`config.mk`:
```
export PLATFORM = sky130hd
export DESIGN_NAME = circle_outline_point_generator_flat
export DESIGN_NICKNAME = d
export VERILOG_FILES = /design/src/cop_pkg.sv /design/src/cop_in_if.sv /design/src/cop_out_if.sv /design/src/circle_outline_point_generator.sv /design/src/cop_step.sv /design/src/cop_emit.sv /design/src/flat_wrapper.sv
export SDC_FILE = /design/constraint.sdc
export NUM_CORES = 1
export LEC_CHECK = 0
export BUFFER_PORTS_ARGS = -buffer_cell sky130_fd_sc_hd__buf_2
export CAP_MARGIN = 10
export CELL_PAD_IN_SITES_DETAIL_PLACEMENT = 0
export CELL_PAD_IN_SITES_GLOBAL_PLACEMENT = 1
export CORE_MARGIN = 8
export CORE_UTILIZATION = 45
export DETAILED_ROUTE_END_ITERATION = 6
export GPL_ROUTABILITY_DRIVEN = 0
export PLACE_DENSITY_LB_ADDON = 0.1
export SLEW_MARGIN = 20
export SYNTH_ARGS = -nofsm -noshare
export SYNTH_HDL_FRONTEND = slang
export SYNTH_SLANG_ARGS = --single-unit
export TNS_END_PERCENT = 30
```
`constraint.sdc`:
```
create_clock -name clk_i -period 6.5 [get_ports clk_i]
set_clock_uncertainty 0.2 [all_clocks]
set_input_delay 0.65 -clock clk_i [delete_from_list [all_inputs] [get_ports clk_i]]
set_output_delay 0.65 -clock clk_i [all_outputs]
set_load 0.02 [all_outputs]
```
`src/cop_pkg.sv`:
```
// Shared types and constants of the circle outline point generator.
package cop_pkg;

  localparam int unsigned CoordW  = 11;
  localparam int unsigned RadiusW = 10;
  localparam int unsigned SquareW = 20;

  localparam logic [RadiusW-1:0] RadiusReset = 10'd600;

  typedef logic [2:0] pt_idx_t;

  // Point order within a run: bit 2 swaps the offsets, bit 1 negates the
  // first coordinate offset, bit 0 negates the second.
  localparam pt_idx_t IdxFirst    = 3'd0;
  localparam pt_idx_t AxisJumpAt  = 3'd1;
  localparam pt_idx_t AxisJumpTo  = 3'd4;
  localparam pt_idx_t AxisSkipAt  = 3'd4;
  localparam pt_idx_t AxisSkipTo  = 3'd6;
  localparam pt_idx_t AxisLast    = 3'd6;
  localparam pt_idx_t OctantLast  = 3'd7;

  typedef struct packed {
    logic              axis;
    logic [CoordW-1:0] a;
    logic [CoordW-1:0] b;
    logic              done;
  } run_t;

  typedef struct packed {
    logic              tracing;
    logic [CoordW-1:0] x;
    logic [CoordW-1:0] y;
  } status_t;

endpackage

```
`src/cop_in_if.sv`:
```
// Request channel carrying the restart flag of one tick.
interface cop_in_if;
  logic valid;
  logic ready;
  logic restart;

  modport source (output valid, output restart, input ready);
  modport sink (input valid, input restart, output ready);
endinterface

```
`src/cop_out_if.sv`:
```
// Result channel carrying one outline point.
interface cop_out_if;
  logic                         valid;
  logic                         ready;
  logic [cop_pkg::CoordW-1:0]   pixel_x;
  logic [cop_pkg::CoordW-1:0]   pixel_y;
  logic                         last_of_run;
  logic                         trace_done;

  modport source (output valid, output pixel_x, output pixel_y, output last_of_run,
                  output trace_done, input ready);
  modport sink (input valid, input pixel_x, input pixel_y, input last_of_run,
                input trace_done, output ready);
endinterface

```
`src/circle_outline_point_generator.sv`:
```
// Top level of the circle outline point generator with the radius register.
// The first point of a request passes through the run register and then the output register.
// Throughput: one point per cycle while the receiver is ready, so 8 points per step request, 4 per restart, and
// none for a step that emits nothing; the run register walking the points sets this.
// Reset clears the trace state and the pipeline and sets the radius to 600.
module circle_outline_point_generator #(
  parameter int unsigned IMAGE_WIDTH  = 2048,
  parameter int unsigned IMAGE_HEIGHT = 2048
) (
  input  logic                        clk_i,
  input  logic                        rst_ni,
  input  logic                        cfg_we_i,
  input  logic [cop_pkg::RadiusW-1:0] cfg_wdata_i,
  cop_in_if.sink                      req_i,
  cop_out_if.source                   res_o
);

  localparam logic [cop_pkg::CoordW-1:0] CenterX = cop_pkg::CoordW'(IMAGE_WIDTH / 2);
  localparam logic [cop_pkg::CoordW-1:0] CenterY = cop_pkg::CoordW'(IMAGE_HEIGHT / 2);

  logic [cop_pkg::RadiusW-1:0] radius_q;
  logic                        in_fire, emit, emit_ready;
  cop_pkg::run_t               run;
  cop_pkg::status_t            status;

  always_ff @(posedge clk_i or negedge rst_ni) begin
    if (!rst_ni) begin
      radius_q <= cop_pkg::RadiusReset;
    end else if (cfg_we_i) begin
      radius_q <= cfg_wdata_i;
    end
  end

  assign req_i.ready = emit_ready;
  assign in_fire     = req_i.valid && req_i.ready;

  cop_step u_step (
    .clk_i     (clk_i),
    .rst_ni    (rst_ni),
    .fire_i    (in_fire),
    .restart_i (req_i.restart),
    .radius_i  (radius_q),
    .emit_o    (emit),
    .run_o     (run),
    .status_o  (status)
  );

  cop_emit #(
    .CENTER_X (CenterX),
    .CENTER_Y (CenterY)
  ) u_emit (
    .clk_i   (clk_i),
    .rst_ni  (rst_ni),
    .load_i  (in_fire && emit),
    .run_i   (run),
    .ready_o (emit_ready),
    .res_o   (res_o)
  );

  // The trace continues exactly while the step offset is below the outline offset.
  assert property (@(posedge clk_i) disable iff (!rst_ni)
    status.tracing == (status.x < status.y))
    else $error("tracing flag disagrees with step offsets");

  // A restart always leaves the step offset at one.
  assert property (@(posedge clk_i) disable iff (!rst_ni)
    in_fire && req_i.restart |=> status.x == 11'd1)
    else $error("restart did not reset the step offset");

  // A restart with a radius of two or more starts a trace whose height is the radius.
  assert property (@(posedge clk_i) disable iff (!rst_ni)
    in_fire && req_i.restart && (radius_q > 10'd1)
    |=> status.tracing && (status.y == {1'b0, $past(radius_q)}))
    else $error("restart did not start a trace at the radius");

  // A step taken while not tracing leaves the trace state untouched.
  assert property (@(posedge clk_i) disable iff (!rst_ni)
    in_fire && !req_i.restart && !status.tracing |=> $stable(status))
    else $error("idle step changed the trace state");

endmodule

```
`src/cop_step.sv`:
```
// Trace state and its registered update with incremental rounded square root.
module cop_step (
  input  logic                        clk_i,
  input  logic                        rst_ni,
  input  logic                        fire_i,
  input  logic                        restart_i,
  input  logic [cop_pkg::RadiusW-1:0] radius_i,
  output logic                        emit_o,
  output cop_pkg::run_t               run_o,
  output cop_pkg::status_t            status_o
);

  logic [cop_pkg::CoordW-1:0]  x_q, x_d, y_q, y_d;
  logic [cop_pkg::SquareW-1:0] rem_q, rem_d, sq_q, sq_d;
  logic                        tracing_q, tracing_d;

  logic [cop_pkg::SquareW-1:0] r2, r_ext, dec, rem_step, y2, t2, t3;
  logic                        r_big;

  // sq_q holds y*y - y, the lower bound of the rounding interval of y.
  assign r_ext    = {10'd0, radius_i};
  assign r2       = r_ext * r_ext;
  assign r_big    = radius_i > 10'd1;
  assign dec      = {8'd0, x_q, 1'b0} + 20'd1;
  assign rem_step = (rem_q > dec) ? (rem_q - dec) : '0;
  assign y2       = {8'd0, y_q, 1'b0};
  assign t2       = sq_q - y2 + 20'd2;
  assign t3       = t2 - y2 + 20'd4;

  always_comb begin
    priority if (restart_i) begin
      x_d   = 11'd1;
      rem_d = (r2 == '0) ? '0 : (r2 - 20'd1);
      y_d   = r_big ? {1'b0, radius_i} : '0;
      sq_d  = r_big ? (r2 - r_ext) : '0;
    end else if (tracing_q) begin
      x_d   = x_q + 11'd1;
      rem_d = rem_step;
      priority if (rem_step > sq_q) begin
        y_d  = y_q;
        sq_d = sq_q;
      end else if (rem_step > t2) begin
        y_d  = y_q - 11'd1;
        sq_d = t2;
      end else begin
        y_d  = y_q - 11'd2;
        sq_d = t3;
      end
    end else begin
      x_d   = x_q;
      y_d   = y_q;
      rem_d = rem_q;
      sq_d  = sq_q;
    end
    tracing_d = x_d < y_d;
  end

  assign emit_o     = restart_i || tracing_q;
  assign run_o.axis = restart_i;
  assign run_o.a    = restart_i ? '0 : x_q;
  assign run_o.b    = restart_i ? {1'b0, radius_i} : y_q;
  assign run_o.done = !tracing_d;

  assign status_o.tracing = tracing_q;
  assign status_o.x       = x_q;
  assign status_o.y       = y_q;

  always_ff @(posedge clk_i or negedge rst_ni) begin
    if (!rst_ni) begin
      x_q       <= '0;
      y_q       <= '0;
      rem_q     <= '0;
      sq_q      <= '0;
      tracing_q <= 1'b0;
    end else if (fire_i) begin
      x_q       <= x_d;
      y_q       <= y_d;
      rem_q     <= rem_d;
      sq_q      <= sq_d;
      tracing_q <= tracing_d;
    end
  end

endmodule

```
`src/cop_emit.sv`:
```
// Run register that walks the symmetric points of one run into an output register.
module cop_emit #(
  parameter logic [cop_pkg::CoordW-1:0] CENTER_X = 11'd1024,
  parameter logic [cop_pkg::CoordW-1:0] CENTER_Y = 11'd1024
) (
  input  logic          clk_i,
  input  logic          rst_ni,
  input  logic          load_i,
  input  cop_pkg::run_t run_i,
  output logic          ready_o,
  cop_out_if.source     res_o
);

  cop_pkg::run_t    run_q;
  cop_pkg::pt_idx_t idx_q, idx_d, idx_nxt;
  logic             busy_q, busy_d;
  logic             adv, pt_last;

  logic                       out_valid_q;
  logic [cop_pkg::CoordW-1:0] px_q, py_q, px_d, py_d, u, v;
  logic                       last_q, done_q;

  assign adv     = busy_q && (!out_valid_q || res_o.ready);
  assign pt_last = run_q.axis ? (idx_q == cop_pkg::AxisLast) : (idx_q == cop_pkg::OctantLast);
  assign ready_o = !busy_q || (adv && pt_last);

  always_comb begin
    priority if (run_q.axis && idx_q == cop_pkg::AxisJumpAt) begin
      idx_nxt = cop_pkg::AxisJumpTo;
    end else if (run_q.axis && idx_q == cop_pkg::AxisSkipAt) begin
      idx_nxt = cop_pkg::AxisSkipTo;
    end else begin
      idx_nxt = idx_q + 3'd1;
    end
  end

  always_comb begin
    priority if (load_i) begin
      busy_d = 1'b1;
      idx_d  = cop_pkg::IdxFirst;
    end else if (adv) begin
      busy_d = !pt_last;
      idx_d  = idx_nxt;
    end else begin
      busy_d = busy_q;
      idx_d  = idx_q;
    end
  end

  assign u    = idx_q[2] ? run_q.b : run_q.a;
  assign v    = idx_q[2] ? run_q.a : run_q.b;
  assign px_d = idx_q[1] ? (CENTER_X - u) : (CENTER_X + u);
  assign py_d = idx_q[0] ? (CENTER_Y - v) : (CENTER_Y + v);

  always_ff @(posedge clk_i or negedge rst_ni) begin
    if (!rst_ni) begin
      busy_q      <= 1'b0;
      idx_q       <= cop_pkg::IdxFirst;
      out_valid_q <= 1'b0;
    end else begin
      busy_q <= busy_d;
      idx_q  <= idx_d;
      if (adv) begin
        out_valid_q <= 1'b1;
      end else if (res_o.ready) begin
        out_valid_q <= 1'b0;
      end
    end
  end

  always_ff @(posedge clk_i) begin
    if (load_i) begin
      run_q <= run_i;
    end
    if (adv) begin
      px_q   <= px_d;
      py_q   <= py_d;
      last_q <= pt_last;
      done_q <= run_q.done;
    end
  end

  assign res_o.valid       = out_valid_q;
  assign res_o.pixel_x     = px_q;
  assign res_o.pixel_y     = py_q;
  assign res_o.last_of_run = last_q;
  assign res_o.trace_done  = done_q;

endmodule

```
`src/flat_wrapper.sv`:
```
// flat-port wrapper written by rule: the top's interface ports become plain ports
module circle_outline_point_generator_flat 
#(
  parameter int unsigned IMAGE_WIDTH  = 2048,
  parameter int unsigned IMAGE_HEIGHT = 2048
)
  (clk_i, rst_ni, cfg_we_i, cfg_wdata_i, req_i_valid, req_i_restart, req_i_ready, res_o_valid, res_o_pixel_x, res_o_pixel_y, res_o_last_of_run, res_o_trace_done, res_o_ready);
  cop_in_if req_i_i ();
  cop_out_if res_o_i ();
  input  logic clk_i;
  input  logic rst_ni;
  input  logic cfg_we_i;
  input  logic [cop_pkg::RadiusW-1:0] cfg_wdata_i;
  input wire logic [$bits(req_i_i.valid)-1:0] req_i_valid;
  input wire logic [$bits(req_i_i.restart)-1:0] req_i_restart;
  output wire logic [$bits(req_i_i.ready)-1:0] req_i_ready;
  output wire logic [$bits(res_o_i.valid)-1:0] res_o_valid;
  output wire logic [$bits(res_o_i.pixel_x)-1:0] res_o_pixel_x;
  output wire logic [$bits(res_o_i.pixel_y)-1:0] res_o_pixel_y;
  output wire logic [$bits(res_o_i.last_of_run)-1:0] res_o_last_of_run;
  output wire logic [$bits(res_o_i.trace_done)-1:0] res_o_trace_done;
  input wire logic [$bits(res_o_i.ready)-1:0] res_o_ready;
  assign req_i_i.valid = req_i_valid;
  assign req_i_i.restart = req_i_restart;
  assign req_i_ready = req_i_i.ready;
  assign res_o_valid = res_o_i.valid;
  assign res_o_pixel_x = res_o_i.pixel_x;
  assign res_o_pixel_y = res_o_i.pixel_y;
  assign res_o_last_of_run = res_o_i.last_of_run;
  assign res_o_trace_done = res_o_i.trace_done;
  assign res_o_i.ready = res_o_ready;
  circle_outline_point_generator #(.IMAGE_WIDTH(IMAGE_WIDTH), .IMAGE_HEIGHT(IMAGE_HEIGHT)) u_core (.clk_i(clk_i), .rst_ni(rst_ni), .cfg_we_i(cfg_we_i), .cfg_wdata_i(cfg_wdata_i), .req_i(req_i_i), .res_o(res_o_i));
endmodule
```
==> Yosys cells after proc, flatten, opt, wreduce, memory -nomap -nowiden <==
Cells that the tools add are included.
W data, S select, Z words.
{ "totals": {"regBits": 126, "in_bits": 16, "output_inout_bits": 26, "elab_cells": 94} }
{ "op_classes": {"n_addsub": 16, "n_mul": 1, "order_cmp": 5, "eq_ne": 5, "n_mux": 30, "n_reduce_logical": 19} }
{ "ops": {"columns": ["op", "count"], "rows": [
  ["$mux W20", 9],
  ["$mux W11", 10],
  ["$gt A20 B20 Y1", 2],
  ["$sub A20 B12 Y20", 2],
  ["$add A11 B11 Y11 const A", 2],
  ["$sub A11 B11 Y11 const A", 2],
  ["$add A20 B2 Y20 const B", 1],
  ["$add A20 B3 Y20 const B", 1],
  ["$gt A20 B13 Y1", 1],
  ["$logic_not A20 Y1", 1],
  ["$mul A10 B10 Y20", 1],
  ["$mux W10", 2],
  ["$sub A20 B1 Y20 const B", 1],
  ["$sub A20 B10 Y20", 1],
  ["$sub A20 B13 Y20", 1],
  ["$add A12 B1 Y13 const B", 1],
  ["$mux W3", 4],
  ["$add A11 B1 Y11 const B", 1],
  ["$lt A11 B11 Y1", 1],
  ["$sub A11 B1 Y11 const B", 1],
  ["$sub A11 B2 Y11 const B", 1],
  ["$gt A10 B1 Y1 const B", 1],
  ["$eq A3 B3 Y1 const B", 3],
  ["$logic_and A1 B1 Y1", 6],
  ["other kinds (9)", 20]
]} }

==> Longest topological paths before layout <==
{ "depth": {"word_depth": 10, "depth_mapped": 35, "depth_no_buf": 33} }

==> Hierarchy <==
From an unflattened synthesis, not the netlist that was laid out.
{ "unflattened": {"cells_unflattened": 1662, "area_unflattened_um2": 14246.2} }
{ "modules_own_cells": {"columns": ["module", "instances", "cells_per_inst", "area_each_um2", "seq_area_each_um2"], "rows": [
  ["cop_step", 1, 1444, 11255.8, 1551.5],
  ["cop_emit", 1, 195, 2561.2, 1566.5],
  ["circle_outline_point_generator", 1, 23, 429.2, 255.2]
]} }

==> Worst setup path after synthesis <==
OpenSTA, ideal clock, no wires.
{ "synth_path": {"path_kind": "reg-to-reg", "startpoint": "register u_core.u_step.y_q[0] in the netlist's numbering", "endpoint": "register u_core.u_emit.run_q[0] in the netlist's numbering, data pin", "setup_time_ps": 254, "t_arrival_ps": 6616, "t_required_ps": 6046, "slack_ps": -570, "stages_incl_launch_ff": 34, "path_buffers": 2, "period_less_slack_ps": 7070, "path_cell_list": "dfrtp_1 > clkbuf_1 > inv_1 > ha_1 > inv_1 > fa_1 > nor2b_1 > o2111ai_1 > a31oi_1 > o21ai_0 > nand2_1 > xor2_1 > inv_1 > ha_1 > a21o_1 > a21o_1 > a211oi_1 > o21ai_0 > a221oi_1 > o21a_1 > clkbuf_1 > o21ai_4 > a211oi_1 > xnor2_1 > mux2i_1 > ha_1 > a21o_1 > a21o_1 > a21o_1 > a21o_1 > a21o_1 > a21o_1 > a221o_1 > a21o_1"} }
{ "synth_lines": {"columns": ["item", "line", "rtl"], "rows": [
  ["from (decl)", "cop_step.sv:13", "logic [cop_pkg::CoordW-1:0] x_q, x_d, y_q, y_d;"],
  ["from (signal assigned)", "cop_step.sv:77", "y_q <= y_d;"],
  ["to (signal assigned)", "cop_emit.sv:73", "run_q <= run_i;"],
  ["to (decl)", "cop_emit.sv:14", "cop_pkg::run_t run_q;"]
]} }

==> run_results.csv <==
group,metric,value,unit
outcome,status,"finished, final reports clean",
final_layout,layout.nets,2138,
timing,finalCritPeriodShare,0.997,
grt,grt_pass1_wl,71300,um
flow_run,cap_violations,0,
setup_path,timing.critical_path.from,"u_core.u_step.y_q[6]",
setup_path,cp.depth,28,
synth,synth_area,14200,sq um
setup_path,crit_path_max_incr_delay,0.40,ns
setup_path,cpMostUsedCell,"a21o_1",
drt,drc,0,
clocking,path_clk_slew,0.07,ns
timing,rsz0062_at_grt,"yes",
clocking,tritoncts,"done",
setup_path,cp-start-kind,"register",
synth,synth_nets,1898,
setup_path,rr_worst_depth,28,
synth,muxShareOfSynthArea,0.0283,
clocking,cts_root_buf,"clkbuf_16",
drt,drt_wl_total,44900,um
setup_path,reg2reg_from,"u_core.u_step.y_q[6]",
setup_path,cp.buffers_inverters,1,
timing,finalCriticalPeriod,6.48,ns
synth,synth-seq-cells,125,
place,port_buffers,41,
synth,yosysMostFrequentCell,"ha_1",
final_layout,multi_input_area,10500,sq um
timing,fmax,0.154,GHz
synth,yosys.area.top_type,"ha_1",
floorplan,core_area,31300,sq um
floorplan,die_area,37500,sq um
drt,post_drt_wl_per_cell,19.5,um
timing,finalHoldViolations,0,
timing,slew_headroom,0.371,
setup_path,crit_slowest_cell,"dfrtp_1",
timing,finalSetupViolations,0,
final_layout,drive_gt1_frac,0.241,
synth,synth_edf_count,48,
setup_path,worstPathArrival,6.48,ns
final_layout,areaGrowthSynthToFinish,24.3,%
floorplan,rows,65,
place,hpwlAfterDp,35800,um
synth,yosys-top-cells-area,"ha_1 (16%), dfrtp_1 (13%), edfxtp_1 (10%)",
clocking,cts_buffer_depth,2,
clocking,clock_latency,0.43,ns
drt,antenna_left,0,
setup_path,worstPathMaxFanout,5,
grt,grt_use_total,0.239,
synth,syn_avg_cell_area,8.59,sq um
setup_path,regToRegEndpoint,"u_core.u_emit.run_q[0]",
grt,grt_max_degree,55,
setup_path,endpoint_kind,"register",
floorplan,die_h,194,um
drt,first_pass_iters,5,
synth,synthArstFlopShare,0.616,
synth,yosysUniqueCellTypes,83,
clocking,htree_num_levels,4,
final_layout,antenna_cells,0,
timing,maxSlewViolCount,0,
setup_path,crit_end,"u_core.u_emit.run_q[0]",
floorplan,start_util,0.453,
synth,synth_top_family_by_area,"adder cells",
synth,synth_fa_ha_area_frac,0.229,
synth,synth-simple-area-share,0.167,
synth,ys_seq_area_frac,0.238,
setup_path,ff2ff_setup_slack,0.02,ns
synth,yosys_warnings,0,
final_layout,nFillCells,2924,
hold_path,min-delay-start,"cfg_wdata_i[5]",
setup_path,cp.required,6.49,ns
synth,postSynthCellCount,1652,
floorplan,ioPinCount,42,
final_layout,final-seq-area,3370,sq um
clocking,cts_buffers,17,
setup_path,crit_type,"reg2reg",
drt,vias,13100,
timing,holdWs,0.244,ns
drt,viasPerCell,5.67,
synth,synth-xor-area-share,0.0667,
grt,grt_antenna_before_repair,0,
grt,grt_overflow,0,
floorplan,die_w,194,um
synth,synth_compound_area_frac,0.212,
drt,dr.first_iter.drc_count,911,
setup_path,cp_top_family,"compound AO/OA/AOI/OAI gates",
synth,synth_flop_cell,"dfrtp_1",
clocking,cts_sinks,125,
synth,synth_top_cell_area_share,0.160,
hold_path,hp-class,"in2reg",
grt,grt_pass1_vias,13000,
timing,tightest_slew,0.943,ns
synth,synthTopCellsByCount,"ha_1 (181), nor2_1 (155), inv_1 (145)",
logic make-up after synthesis:
logic type / count (synthesis)
adders and majority gates: 230
DFF: 125
xor gates and xnor gates: 108
and+or+nand+nor: 494
buffers and inverters: 217
muxes: 38
AOI/OAI and AO/OA: 440
cell usage in the layout, fill, tap and decap left out, types with 12 or more instances in the layout:
cell and count:
mux2_2 16, a31oi_1 23, nor2_1 148, nand2b_1 18, mux2i_1 21, edfxtp_1 48
fa_1 46, nand4_1 21, or3_1 12, inv_1 135, nor2b_1 13, buf_2 40
o211ai_1 17, xor2_1 40, o21ai_0 88, ha_4 14, a21oi_1 90, o21a_1 29
a22oi_1 13, a21o_1 45, ha_1 166, dfrtp_1 72, and3_1 12, nand3_1 28
clkbuf_16 17, nand2_1 124, buf_4 242, nor3_1 44, and2_1 17, xnor2_1 63
metal layers:
| layer | GRT usage | vias to the layer above | routed length [um] |
|---|---|---|---|
| met5 | 0 | - | 0 |
| met4 | 0.0718 | 0 | 1130 |
| met3 | 0.0330 | 58 | 2170 |
| met2 | 0.388 | 296 | 20500 |
| met1 | 0.326 | 6338 | 21100 |
| li1 | - | 6391 | - |
state kept, by name, indices dropped and copies added, names as in the netlist, 3 cells and up:
| register | cells |
|---|---|
| u_core.u_step.x_q | 11 |
| u_core.u_emit.res_o.pixel_x | 11 |
| u_core.u_step.y_q | 11 |
| u_core.u_step.rem_q | 20 |
| u_core.radius_q | 10 |
| u_core.u_step.sq_q | 19 |
| u_core.u_emit.idx_q | 3 |
| u_core.u_emit.res_o.pixel_y | 11 |
| u_core.u_emit.run_q | 24 |
stage by stage:
step	TNS [ns]	setup slack (ns)	instance area, sq um	utilization	std cells
finish	0	0.0172	17600	0.563	2307
global route	-0.819	-0.280	17600	0.563	2307
CTS	-0.0273	-0.0273	17200	0.549	2290
detailed placement	-1.21	-0.176	16300	0.522	2247
global placement	-0.716	-0.128	16300	0.522	2247
floorplan	-0.00182	-0.00182	14300	-	1652
area by class of cell:
| cell class | instances | area share |
|---|---|---|
| sequential | 125 | 0.191 |
| timing repair buffer | 286 | 0.117 |
| tap | 402 | 0.0285 |
| clock inverter | 14 | 0.00873 |
| inverter | 152 | 0.0327 |
| clock buffer | 18 | 0.0249 |
| multi-input combinational | 1310 | 0.596 |
how the worst min path moves through the flow:
stage	endpoint	cells after the start
finish	u_core.radius_q[5]	3
global route	u_core.radius_q[0]	2
CTS	u_core.radius_q[5]	3
detailed placement	u_core.u_emit.res_o.trace_done	0
global placement	u_core.u_emit.res_o.trace_done	0
floorplan	u_core.radius_q[0]	0
tightest hold or removal path, delay by kind of cell:
family	cells	cell delay, ns
buf+inv	1	0.08
simple gates	1	0.04
compound gates	1	0.07
timing repair:
action                                  CTS  global route
endpoints found under the hold margin    14             0
pin swaps                                19            48
resized for setup                        33            61
endpoints found under the setup margin   19            31
setup buffers                            10            17
hold buffers                              1             0
Power is left out: the tool's default activity adds up to more than one toggle a clock period on the data nets, which glitch-free logic cannot reach.
